--- config.mk ---
export PLATFORM = sky130hd
export DESIGN_NAME = keyed_expiry_delta_list
export DESIGN_NICKNAME = d
export VERILOG_FILES = /design/src/design/kedl_pkg.sv /design/src/design/keyed_expiry_delta_list.sv /design/src/design/kedl_scan.sv
export SDC_FILE = /design/constraint.sdc
export NUM_CORES = 2
export LEC_CHECK = 0
export ABC_AREA = 1
export BUFFER_PORTS_ARGS = -buffer_cell sky130_fd_sc_hd__buf_2
export CAP_MARGIN = 0
export CORE_ASPECT_RATIO = 1.2
export CORE_MARGIN = 5
export CORE_UTILIZATION = 41
export CTS_BUF_LIST = sky130_fd_sc_hd__clkbuf_4
export CTS_CLUSTER_DIAMETER = 50
export DETAILED_ROUTE_END_ITERATION = 12
export SETUP_SLACK_MARGIN = 0.3
export SLEW_MARGIN = 40
export SYNTH_ARGS = -nofsm -noshare
export SYNTH_HDL_FRONTEND = slang
export SYNTH_SLANG_ARGS = --single-unit
--- constraint.sdc ---
create_clock -name clk -period 5.7 [get_ports clk]
set_input_delay 0.855 -clock clk [delete_from_list [all_inputs] [get_ports clk]]
set_output_delay 0.855 -clock clk [all_outputs]
set_load 0.05 [all_outputs]
--- src/design/kedl_pkg.sv ---
// Shared types, constants and command codes of the keyed expiry table.
`timescale 1ns / 1ps
package kedl_pkg;
	localparam int CAPACITY_DEF  = 16;
	localparam int KEY_BITS_DEF  = 32;
	localparam int TIME_BITS_DEF = 16;
	localparam int LIFE_BITS     = 16;
	localparam logic [LIFE_BITS-1:0] LIFE_RESET = 16'd60;

	typedef enum logic [2:0] {
		CMD_TICK   = 3'd0,
		CMD_INSERT = 3'd1,
		CMD_UPDATE = 3'd2,
		CMD_REMOVE = 3'd3,
		CMD_LOOKUP = 3'd4,
		CMD_CLEAR  = 3'd5
	} cmd_code_t;

	typedef struct packed {
		logic [2:0]  cmd;
		logic [31:0] key;
	} in_item_t;

	typedef struct packed {
		logic        found;
		logic        table_full;
		logic        expired;
		logic [31:0] expired_key;
		logic [4:0]  entry_count;
		logic        last;
	} out_item_t;
endpackage

--- src/design/keyed_expiry_delta_list.sv ---
// Top level of the keyed expiry table kept as a delta list.
// The registered key search runs over all entries, then the list is updated and the result
// is written to the output register.
// A tick emits one result per expired entry, at most 16, or a single result if none expired.
// Results are held in an output register until taken; one item at a time.
// Asynchronous reset empties the table and sets the lifetime to 60 ticks.
`timescale 1ns / 1ps
module keyed_expiry_delta_list #(
	parameter int CAPACITY  = kedl_pkg::CAPACITY_DEF,
	parameter int KEY_BITS  = kedl_pkg::KEY_BITS_DEF,
	parameter int TIME_BITS = kedl_pkg::TIME_BITS_DEF
) (
	input  logic                                 clk,
	input  logic                                 arst_n,
	input  logic                                 in_valid,
	output logic                                 in_ready,
	input  kedl_pkg::in_item_t                   in_data,
	output logic                                 out_valid,
	input  logic                                 out_ready,
	output kedl_pkg::out_item_t                  out_data,
	input  logic                                 cfg_valid,
	output logic                                 cfg_ready,
	input  logic [kedl_pkg::LIFE_BITS-1:0]       cfg_data
);
	localparam int IW = $clog2(CAPACITY);
	localparam int CW = $clog2(CAPACITY + 1);
	localparam int MAXR = 16;
	localparam int RW = 5;
	localparam logic [TIME_BITS-1:0] TMAX = '1;

	typedef enum logic [3:0] {
		S_IDLE, S_SCAN, S_DISPATCH, S_UNLINK_A, S_UNLINK_B, S_APPEND_A,
		S_APPEND_B, S_TICK, S_EXP_A, S_EXP_B, S_OUT
	} state_t;

	logic [KEY_BITS-1:0]  key_mem [CAPACITY];
	logic [TIME_BITS-1:0] delta_mem [CAPACITY];
	logic [IW-1:0]        next_mem [CAPACITY];
	logic [IW-1:0]        prev_mem [CAPACITY];
	logic [CAPACITY-1:0]  valid_q;

	state_t state_q;
	logic [2:0] cmd_q;
	logic [KEY_BITS-1:0] key_q;
	logic [IW-1:0] head_q, tail_q, at_q, nb_q;
	logic [TIME_BITS-1:0] trem_q, dat_q;
	logic [CW-1:0] occ_q;
	logic [kedl_pkg::LIFE_BITS-1:0] life_q;
	logic [RW-1:0] nres_q;
	logic rm_valid_q, after_append_q, tick_mode_q;
	kedl_pkg::out_item_t out_q;
	logic out_valid_q;

	logic scan_start, scan_busy, hit, free_ok;
	logic [IW-1:0] scan_idx, hit_idx, free_idx;
	logic [KEY_BITS-1:0] rd_key_q;
	logic rd_valid_q;
	logic [TIME_BITS-1:0] lt;
	logic [kedl_pkg::LIFE_BITS-1:0] life_nz;

	always_comb begin
		life_nz = (life_q == '0) ? kedl_pkg::LIFE_BITS'(1) : life_q;
		if (TIME_BITS >= kedl_pkg::LIFE_BITS) begin
			lt = TIME_BITS'(life_nz);
		end else if ((life_nz >> TIME_BITS) != '0) begin
			lt = TMAX;
		end else begin
			lt = TIME_BITS'(life_nz);
		end
	end

	assign scan_start = (state_q == S_IDLE) && in_valid;
	assign in_ready = (state_q == S_IDLE);
	assign cfg_ready = (state_q == S_IDLE) && !out_valid_q;
	assign out_valid = out_valid_q;
	assign out_data = out_q;

	always_ff @(posedge clk) begin
		rd_key_q <= key_mem[scan_idx];
	end
	always_ff @(posedge clk or negedge arst_n) begin
		if (!arst_n) rd_valid_q <= 1'b0;
		else rd_valid_q <= valid_q[scan_idx];
	end

	kedl_scan #(.CAPACITY(CAPACITY), .KEY_BITS(KEY_BITS)) u_scan (
		.clk(clk), .arst_n(arst_n), .start(scan_start),
		.key(scan_start ? KEY_BITS'(in_data.key) : key_q),
		.cur_key(rd_key_q), .cur_valid(rd_valid_q),
		.idx(scan_idx), .busy(scan_busy), .hit(hit), .hit_idx(hit_idx),
		.free_ok(free_ok), .free_idx(free_idx)
	);

	always_ff @(posedge clk or negedge arst_n) begin
		if (!arst_n) begin
			state_q <= S_IDLE;
			valid_q <= '0;
			head_q <= '0;
			tail_q <= '0;
			trem_q <= '0;
			occ_q <= '0;
			life_q <= kedl_pkg::LIFE_RESET;
			out_valid_q <= 1'b0;
			out_q <= '0;
			cmd_q <= '0;
			key_q <= '0;
			at_q <= '0;
			nb_q <= '0;
			dat_q <= '0;
			nres_q <= '0;
			rm_valid_q <= 1'b0;
			after_append_q <= 1'b0;
			tick_mode_q <= 1'b0;
		end else begin
			if (out_valid_q && out_ready) out_valid_q <= 1'b0;
			if (cfg_valid && cfg_ready) life_q <= cfg_data;
			unique case (state_q)
				S_IDLE: begin
					if (in_valid) begin
						cmd_q <= in_data.cmd;
						key_q <= KEY_BITS'(in_data.key);
						state_q <= S_SCAN;
					end
				end
				S_SCAN: begin
					if (!scan_busy) state_q <= S_DISPATCH;
				end
				S_DISPATCH: begin
					if (!out_valid_q || out_ready) begin
						at_q <= hit_idx;
						out_q <= '0;
						out_q.last <= 1'b1;
						out_q.entry_count <= 5'(occ_q);
						state_q <= S_OUT;
						priority case (cmd_q)
							kedl_pkg::CMD_TICK: begin
								nres_q <= '0;
								if (occ_q != '0) begin
									at_q <= head_q;
									state_q <= S_TICK;
								end
							end
							kedl_pkg::CMD_INSERT, kedl_pkg::CMD_UPDATE: begin
								out_q.found <= hit;
								if (hit) begin
									if (cmd_q == kedl_pkg::CMD_UPDATE) begin
										rm_valid_q <= 1'b0;
										after_append_q <= 1'b1;
										tick_mode_q <= 1'b0;
										state_q <= S_UNLINK_A;
									end
								end else if (!free_ok) begin
									out_q.table_full <= 1'b1;
								end else begin
									at_q <= free_idx;
									valid_q[free_idx] <= 1'b1;
									key_mem[free_idx] <= key_q;
									state_q <= S_APPEND_A;
								end
							end
							kedl_pkg::CMD_REMOVE: begin
								out_q.found <= hit;
								if (hit) begin
									rm_valid_q <= 1'b1;
									after_append_q <= 1'b0;
									tick_mode_q <= 1'b0;
									state_q <= S_UNLINK_A;
								end
							end
							kedl_pkg::CMD_LOOKUP: out_q.found <= hit;
							kedl_pkg::CMD_CLEAR: begin
								valid_q <= '0;
								head_q <= '0;
								tail_q <= '0;
								trem_q <= '0;
								occ_q <= '0;
								out_q.entry_count <= '0;
							end
							default: ;
						endcase
					end
				end
				S_UNLINK_A: begin
					if (!tick_mode_q || !out_valid_q || out_ready) begin
						dat_q <= delta_mem[at_q];
						nb_q <= next_mem[at_q];
						state_q <= S_UNLINK_B;
					end
				end
				S_UNLINK_B: begin
					if (at_q != tail_q) begin
						delta_mem[nb_q] <= delta_mem[nb_q] + dat_q;
						prev_mem[nb_q] <= prev_mem[at_q];
					end else begin
						trem_q <= (trem_q >= dat_q) ? trem_q - dat_q : '0;
						if (at_q != head_q) tail_q <= prev_mem[at_q];
					end
					if (at_q != head_q) next_mem[prev_mem[at_q]] <= nb_q;
					else if (at_q != tail_q) head_q <= nb_q;
					occ_q <= occ_q - 1'b1;
					if (occ_q == CW'(1)) trem_q <= '0;
					if (rm_valid_q) valid_q[at_q] <= 1'b0;
					if (tick_mode_q) begin
						valid_q[at_q] <= 1'b0;
						out_q <= '0;
						out_q.expired <= 1'b1;
						out_q.expired_key <= 32'(key_mem[at_q]);
						out_q.entry_count <= 5'(occ_q - 1'b1);
						nres_q <= nres_q + 1'b1;
						state_q <= S_EXP_B;
					end else if (after_append_q) begin
						state_q <= S_APPEND_A;
					end else begin
						out_q.entry_count <= 5'(occ_q - 1'b1);
						state_q <= S_OUT;
					end
				end
				S_APPEND_A: begin
					if (occ_q == '0) begin
						delta_mem[at_q] <= lt;
						head_q <= at_q;
						trem_q <= lt;
					end else begin
						if (lt >= trem_q) begin
							delta_mem[at_q] <= lt - trem_q;
							trem_q <= lt;
						end else begin
							delta_mem[at_q] <= '0;
						end
						next_mem[tail_q] <= at_q;
						prev_mem[at_q] <= tail_q;
					end
					tail_q <= at_q;
					occ_q <= occ_q + 1'b1;
					out_q.entry_count <= 5'(occ_q + 1'b1);
					state_q <= S_OUT;
				end
				S_TICK: begin
					if (delta_mem[head_q] != '0) begin
						delta_mem[head_q] <= delta_mem[head_q] - 1'b1;
						if (trem_q != '0) trem_q <= trem_q - 1'b1;
					end
					state_q <= S_EXP_A;
				end
				S_EXP_A: begin
					if (occ_q != '0 && delta_mem[head_q] == '0 && nres_q != RW'(MAXR)) begin
						at_q <= head_q;
						rm_valid_q <= 1'b0;
						after_append_q <= 1'b0;
						tick_mode_q <= 1'b1;
						state_q <= S_UNLINK_A;
					end else begin
						tick_mode_q <= 1'b0;
						out_q <= '0;
						out_q.last <= 1'b1;
						out_q.entry_count <= 5'(occ_q);
						state_q <= (nres_q == '0) ? S_OUT : S_IDLE;
					end
				end
				S_EXP_B: begin
					if (!out_valid_q || out_ready) begin
						if (occ_q != '0 && delta_mem[head_q] == '0 && nres_q != RW'(MAXR)) begin
							out_valid_q <= 1'b1;
							out_q.last <= 1'b0;
							at_q <= head_q;
							state_q <= S_UNLINK_A;
						end else begin
							out_valid_q <= 1'b1;
							out_q.last <= 1'b1;
							tick_mode_q <= 1'b0;
							state_q <= S_IDLE;
						end
					end
				end
				S_OUT: begin
					if (!out_valid_q || out_ready) begin
						out_valid_q <= 1'b1;
						state_q <= S_IDLE;
					end
				end
				default: state_q <= S_IDLE;
			endcase
		end
	end
endmodule

--- src/design/kedl_scan.sv ---
// Sequential key and free-entry search, one entry compared per cycle.
`timescale 1ns / 1ps
module kedl_scan #(
	parameter int CAPACITY = kedl_pkg::CAPACITY_DEF,
	parameter int KEY_BITS = kedl_pkg::KEY_BITS_DEF
) (
	input  logic                        clk,
	input  logic                        arst_n,
	input  logic                        start,
	input  logic [KEY_BITS-1:0]         key,
	input  logic [KEY_BITS-1:0]         cur_key,
	input  logic                        cur_valid,
	output logic [$clog2(CAPACITY)-1:0] idx,
	output logic                        busy,
	output logic                        hit,
	output logic [$clog2(CAPACITY)-1:0] hit_idx,
	output logic                        free_ok,
	output logic [$clog2(CAPACITY)-1:0] free_idx
);
	localparam int IW = $clog2(CAPACITY);
	localparam logic [IW-1:0] LAST_IX = IW'(CAPACITY - 1);
	logic [IW-1:0] idx_q;
	logic issue_q;
	logic cmp_s1;
	logic [IW-1:0] idx_s1;
	logic hit_q, free_q;
	logic [IW-1:0] hit_idx_q, free_idx_q;

	assign idx = idx_q;
	assign busy = issue_q || cmp_s1;
	assign hit = hit_q;
	assign hit_idx = hit_idx_q;
	assign free_ok = free_q;
	assign free_idx = free_idx_q;

	always_ff @(posedge clk or negedge arst_n) begin
		if (!arst_n) begin
			idx_q <= '0;
			issue_q <= 1'b0;
			cmp_s1 <= 1'b0;
			idx_s1 <= '0;
			hit_q <= 1'b0;
			free_q <= 1'b0;
			hit_idx_q <= '0;
			free_idx_q <= '0;
		end else if (start) begin
			idx_q <= '0;
			issue_q <= 1'b1;
			cmp_s1 <= 1'b0;
			hit_q <= 1'b0;
			free_q <= 1'b0;
		end else begin
			cmp_s1 <= issue_q;
			idx_s1 <= idx_q;
			if (issue_q) begin
				if (idx_q == LAST_IX) begin
					issue_q <= 1'b0;
				end else begin
					idx_q <= idx_q + 1'b1;
				end
			end
			if (cmp_s1) begin
				if (cur_valid && cur_key == key && !hit_q) begin
					hit_q <= 1'b1;
					hit_idx_q <= idx_s1;
				end
				if (!cur_valid && !free_q) begin
					free_q <= 1'b1;
					free_idx_q <= idx_s1;
				end
			end
		end
	end
endmodule

# After elaboration in Yosys (flattened, before gate mapping)
# Memory sizes are Yosys's and may differ from the RTL's. A register that Yosys moved wholly into a read port is not among the register bits.
# Cells that the tools add are included.
dict set report totals {
  reg_bits 175
  out_inout_bits 44
  inputBits 56
  n_memories 4
  ram_bits 896
}
# name depth word_bits rd rd_ports_with_merged_regs wr line_no
set mem_list {}
lappend mem_list {key_mem 16 32 2 1 1 keyed_expiry_delta_list.sv:36} ;# logic [KEY_BITS-1:0] key_mem [CAPACITY];
lappend mem_list {delta_mem 16 16 3 1 1 keyed_expiry_delta_list.sv:37} ;# logic [TIME_BITS-1:0] delta_mem [CAPACITY];
lappend mem_list {next_mem 16 4 1 1 1 keyed_expiry_delta_list.sv:38} ;# logic [IW-1:0] next_mem [CAPACITY];
lappend mem_list {prev_mem 16 4 1 0 1 keyed_expiry_delta_list.sv:39} ;# logic [IW-1:0] prev_mem [CAPACITY];
dict set report classes {
  order_cmp 7
  n_eq_ne 50
  bitwise_logic 7
  addsub 9
  muxes 161
  n_reduce_logical 78
}
# operator n
set op_table {}
lappend op_table {{16-bit two-way mux} 20}
lappend op_table {{4-bit two-way mux} 37}
lappend op_table {{35-bit case mux with 3 select lines} 1}
lappend op_table {{41-bit two-way mux} 2}
lappend op_table {{1-bit two-way mux} 69}
lappend op_table {{16-bit case mux with 2 select lines} 2}
lappend op_table {{16-bit case mux with 4 select lines} 1}
lappend op_table {{4-bit case mux with 3 select lines} 4}
lappend op_table {{4-bit case mux with 10 select lines} 1}
lappend op_table {{2-bit != test, second input constant} 18}
lappend op_table {{35-bit two-way mux} 1}
lappend op_table {{5-bit two-way mux} 7}
lappend op_table {{16-bit AND} 2}
lappend op_table {{32-bit equality test} 1}
lappend op_table {{16-bit >= comparator} 2}
lappend op_table {{16-bit zero test} 2}
lappend op_table {{32-bit two-way mux} 1}
lappend op_table {{16-bit nonzero test} 2}
lappend op_table {{16-bit OR reduction} 2}
lappend op_table {{16-bit by 1-bit subtractor with 16-bit output, second input constant} 2}
lappend op_table {{16-bit subtractor} 2}
lappend op_table {{5-bit case mux with 4 select lines} 1}
lappend op_table {{1-bit logical AND} 19}
lappend op_table {{16-bit adder} 1}
lappend op_table {{50 further kinds} 112}

# Logic depth before layout (Yosys ltp)
dict set report logic_depth {
  depth_word 13
  mapped_depth 26
}

# Modules after synthesis
# Synthesis repeated with hierarchy kept, for this count alone.
dict set report unflattened {
  hier_cells 5804
  hier_area_um2 56580.5
}
# module cells_per_inst area_per_inst_um2 n_inst seq_area_each_um2
set modules_own_cells {}
lappend modules_own_cells {keyed_expiry_delta_list 5572 55109.1 1 31930.6}
lappend modules_own_cells {kedl_scan 232 1471.4 1 500.5}

# Worst setup path after synthesis
# Ideal clock, no wire load.
dict set report synth_path {
  path_type {input to register}
  startpoint {in arst_n}
  endpoint {mem key_mem[10][0] (netlist bit), enable pin}
  path_slack_ns 1.416
  setup_ns 0.461
  arrival_time_ns 3.823
  stages 4
  t_required_ns 5.239
  path_cell_list {clkbuf_1 > nand4_1 > clkbuf_1 > nor3_1}
}
dict set report synth_between {
  elab_chain_cells 2
}
# element line_no
set synth_lines {}
lappend synth_lines {{from (decl)} keyed_expiry_delta_list.sv:14} ;# input logic arst_n,
lappend synth_lines {{1-bit logical AND (not written as such)} keyed_expiry_delta_list.sv:157} ;# key_mem[free_idx] <= key_q;
lappend synth_lines {{1-bit two-way mux (not written as such)} keyed_expiry_delta_list.sv:157}
lappend synth_lines {{to (decl)} keyed_expiry_delta_list.sv:36}
# No other way between the ends.

# Worst setup path in the final report
dict set report layout_path {
  startpoint {reg head_q[0]}
  endpoint {mem delta_mem[10][4] (netlist bit), enable pin}
}
dict set report layout_between {
  elab_chain_cells 8
  elab_cells_between_ends 9
  cone_classes {mux (5); reduce/logical (3); memory (1)}
}
# element line_no
set layout_lines {}
lappend layout_lines {{from (decl)} keyed_expiry_delta_list.sv:45} ;# logic [IW-1:0] head_q, tail_q, at_q, nb_q;
lappend layout_lines {{from (signal assigned)} keyed_expiry_delta_list.sv:199} ;# else if (at_q != tail_q) head_q <= nb_q;
lappend layout_lines {{from (signal assigned)} keyed_expiry_delta_list.sv:221} ;# head_q <= at_q;
lappend layout_lines {{memory read 16 x 16 bit} -}
lappend layout_lines {{16-bit nonzero test} keyed_expiry_delta_list.sv:239} ;# if (delta_mem[head_q] != '0) begin
lappend layout_lines {{1-bit two-way mux} keyed_expiry_delta_list.sv:239}
lappend layout_lines {{1-bit two-way mux} keyed_expiry_delta_list.sv:117} ;# unique case (state_q)
lappend layout_lines {{1-bit logical AND (not written as such)} keyed_expiry_delta_list.sv:240} ;# delta_mem[head_q] <= delta_mem[head_q] - 1'b1;
lappend layout_lines {{1-bit two-way mux (not written as such)} keyed_expiry_delta_list.sv:240}
lappend layout_lines {{16-bit OR reduction (no source line)} -}
lappend layout_lines {{4-bit two-way mux (no source line) or 1-bit two-way mux (tied branches)} -}
lappend layout_lines {{to (decl)} keyed_expiry_delta_list.sv:37}
# Parallel ways exist; a longest one is shown, timed or not.

==> results.sh <==
export IMPL_outcome="finished clean"
export IMPL_endpoint="delta_mem[10][4]$_DFFE_PP_"
export IMPL_place_gp_congestion=0.9254
export IMPL_fp_dieH_um=414.2
export IMPL_clkSinkCount=1123
export IMPL_yosysMostFrequentCell="nand2_1"
export IMPL_core_um2=135600
export IMPL_io_buffers=99
export IMPL_drive_gt1_frac=0.1426
export IMPL_die_area_um2=143600
export IMPL_drtAntennaViolNets=0
export IMPL_overflow=0
export IMPL_grt_pass1_vias=47740
export IMPL_yosysSeqAreaShare=0.5810
export IMPL_grt_max_degree=180
export IMPL_synth_distinct_cells=60
export IMPL_cts_resized_gates=0
export IMPL_pre_cts_slack_ps=1035
export IMPL_worstMarginPinSlew_ps=917.6
export IMPL_wl_mm=204.3
export IMPL_final_max_slew_viol_count=0
export IMPL_hold_path_class="input port to register"
export IMPL_slew_headroom=0.3882
export IMPL_fmax_ghz=0.2104
export IMPL_start_util=0.4118
export IMPL_crit_start="head_q[0]$_DFFE_PN0P_"
export IMPL_ios=100
export IMPL_grt_usage=0.2733
export IMPL_finalSetupTns_ps=0
export IMPL_worst_slack_ps=946.0
export IMPL_leakage_nw=24.21
export IMPL_viasPerCell=6.075
export IMPL_ys_ff_latch=1123
export IMPL_r2r_cells=19
export IMPL_std_cell_rows=148
export IMPL_clk_latency_ps=1280
export IMPL_synth_top_flop_cell="edfxtp_1"
export IMPL_end_kind="register"
export IMPL_crit_type="register to register"
export IMPL_async_flop_share=0.1736
export IMPL_timing_final_crit_share=0.8340
export IMPL_area_delta_synth_final_pct=13.06
export IMPL_cts_tree="yes"
export IMPL_reg2reg_from="head_q[0]$_DFFE_PN0P_"
export IMPL_cts_buffers=312
export IMPL_cp_arrival_ps=5660
export IMPL_hold_viol=0
export IMPL_layout_min_cycle_time_ps=4754
export IMPL_rsz0062_at_grt="no"
export IMPL_synth_area_leaders="edfxtp_1, dfrtp_1, nand2_1, o21ai_0, a21oi_1"
export IMPL_wl_per_cell_um=25.57
export IMPL_fp_dieW_um=346.8
export IMPL_finClkSkew_ps=126.7
export IMPL_final_nets=6072
export IMPL_path_clk_slew_ps=70
export IMPL_hpwlAfterDp_mm=118.7
export IMPL_r2r_end="delta_mem[10][4]$_DFFE_PP_"
export IMPL_avgSynthCellArea_um2=9.743
export IMPL_setup_violations=0
export IMPL_ff2ff_setup_slack_ps=950
export IMPL_yosys_area_top_type_share=0.4820
export IMPL_grt_antenna_before_repair=4
export IMPL_path_max_fanout=66
export IMPL_synth_commonest_cells="nand2_1, edfxtp_1, o21ai_0"
export IMPL_vias=48540
export IMPL_drc=0
export IMPL_peakVddDrop_v=0.0005774
export IMPL_critPathLaunchType="register"
export IMPL_fin_util=0.4655
export IMPL_syn_area_um2=55820
export IMPL_max_cap_violations=0
export IMPL_synth_nets=5844
export IMPL_worstPathRequired_ps=6610
export IMPL_nFillCells=12820
export IMPL_yosys_area_top_type="edfxtp_1"
export IMPL_grt_pass1_wl_mm=298.4
export IMPL_h_tree_depth=5
export IMPL_dr_pass1_iters=8
export IMPL_dr_first_iter_drc_count=5412
export IMPL_clk_path_buf_depth=4
export IMPL_root_buffer="clkbuf_4"
export IMPL_synth_edf_count=896
export IMPL_yosys_warnings=0
export IMPL_power_density_nw_per_um2=623.5
export IMPL_syn_inst=5729
## report_power, final
| group | total (mW) | switching, mW | internal (mW) | leakage, nW |
|---|---|---|---|---|
| sequential | 13.1 | 1.15 | 11.9 | 10.8 |
| combinational | 18.8 | 13.7 | 5.14 | 11.0 |
| clock | 7.41 | 3.40 | 4.01 | 2.40 |
| total | 39.3 | 18.2 | 21.1 | 24.2 |
## final cells by class
type | count | area, um2 | share of cell area
antenna | 4 | 10.01 | 0.0001586
clock buffer | 490 | 3679 | 0.05829
clock inverter | 53 | 286.5 | 0.004541
inverter | 485 | 1844 | 0.02923
multi-input combinational | 3734 | 20210 | 0.3202
sequential | 1123 | 32450 | 0.5142
tap | 1800 | 2252 | 0.03569
timing repair buffer | 301 | 2377 | 0.03767
## how the worst min path moves through the flow
| stage | startpoint | to | slack [ps] | cells after the start |
|---|---|---|---|---|
| global placement | out_data[38]$_DFFE_PN0P_ | out_data[38]$_DFFE_PN0P_ | 450 | 2 |
| CTS | in_valid | state_q[1]$_DFFE_PN0P_ | 30 | 4 |
| floorplan | rm_valid_q$_DFFE_PN0P_ | rm_valid_q$_DFFE_PN0P_ | 440 | 2 |
| global route | in_valid | state_q[1]$_DFFE_PN0P_ | 140 | 4 |
| finish | in_valid | state_q[1]$_DFFE_PN0P_ | 150 | 4 |
| detailed placement | out_data[38]$_DFFE_PN0P_ | out_data[38]$_DFFE_PN0P_ | 460 | 2 |
## cells by family (layout without fill, tap and decap cells)
kind of cell    after synthesis  count (layout)  share of synthesized area
mux                          14              14                   0.002802
fa+ha+maj                    59              59                    0.01363
simple gates               1836            1836                     0.1383
flops                      1123            1123                     0.5810
xor+xnor                     73              73                    0.01145
other cells                   0               4                          0
buf+inv                     872            1329                    0.06160
compound gates             1752            1752                     0.1912
## metrics by stage
step	std cells	power (mW)	hold WS [ps]	instance area (um2)
after global routing	7988	41.25	143.5	63100
after floorplan	5729	24.22	436.6	55820
final	7990	39.34	150.4	63100
after CTS	7985	38.99	26.43	63050
after detailed placement	7389	31.53	457.9	58550
after global placement	7381	31.10	451.5	58380
## layer usage
layer	routed length (um)	global-route usage	vias up
met5	13	0	-
met4	13890	0.1691	2
met3	20390	0.05820	763
met2	95610	0.4457	3117
met1	74420	0.3319	23280
li1	-	-	21380
## layout by cell type, fill, tap and decap left out, drive strengths merged, types with 5 or more instances in the layout
| master | count |
|---|---|
| a31oi | 24 |
| o21ai | 557 |
| xnor2 | 39 |
| xor2 | 34 |
| nand4 | 29 |
| clkbuf | 490 |
| mux2 | 13 |
| o211ai | 55 |
| o2111ai | 34 |
| dfrtp | 191 |
| a22o | 7 |
| nor4 | 24 |
| a21oi | 458 |
| clkinv | 59 |
| a22oi | 298 |
| nand3 | 387 |
| o21bai | 5 |
| dfxtp | 32 |
| nor3 | 40 |
| nor2 | 357 |
| o31ai | 15 |
| ha | 56 |
| a41oi | 6 |
| a21boi | 5 |
| a221oi | 60 |
| dlygate4sd3 | 53 |
| inv | 476 |
| a2111oi | 24 |
| o221ai | 57 |
| edfxtp | 896 |
| nand2 | 956 |
| buf | 248 |
| o22ai | 128 |
| or2 | 36 |
## state kept, by name, indices dropped and copies added (netlist names), 3 cells and up
| name | cells |
|---|---|
| u_scan.idx | 4 |
| key_q | 32 |
| prev_mem | 64 |
| valid_q | 16 |
| head_q | 4 |
| u_scan.idx_s1 | 4 |
| key_mem | 512 |
| out_data | 41 |
| life_q | 16 |
| dat_q | 16 |
| u_scan.free_idx | 4 |
| u_scan.hit_idx | 4 |
| at_q | 4 |
| rd_key_q | 32 |
| occ_q | 5 |
| delta_mem | 256 |
| cmd_q | 3 |
| state_q | 4 |
| nres_q | 5 |
| next_mem | 64 |
| tail_q | 4 |
| trem_q | 16 |
| nb_q | 4 |
## critical path, stage by stage (launching register included)
cell and delay (ps):
dfrtp_4 690, buf_4 620, a21oi_1 140, o21ai_0 110, nand3_1 100, nand3_1 90, nand2_1 110, inv_1 80
ha_1 160, inv_1 40, nor2_1 130, nand2_1 160, nor2_2 220, nand2_2 170, nand3_2 340, nand2_1 90
nand2_1 120, nand3_1 210, nor2_2 530, buf_12 240
## repair_timing
item / CTS / global route
hold buffers: 53 / 0
endpoints found under the hold margin: 96 / 0
setup buffers: 0 / 0
Note: power is estimated with default switching activity, not from simulation.
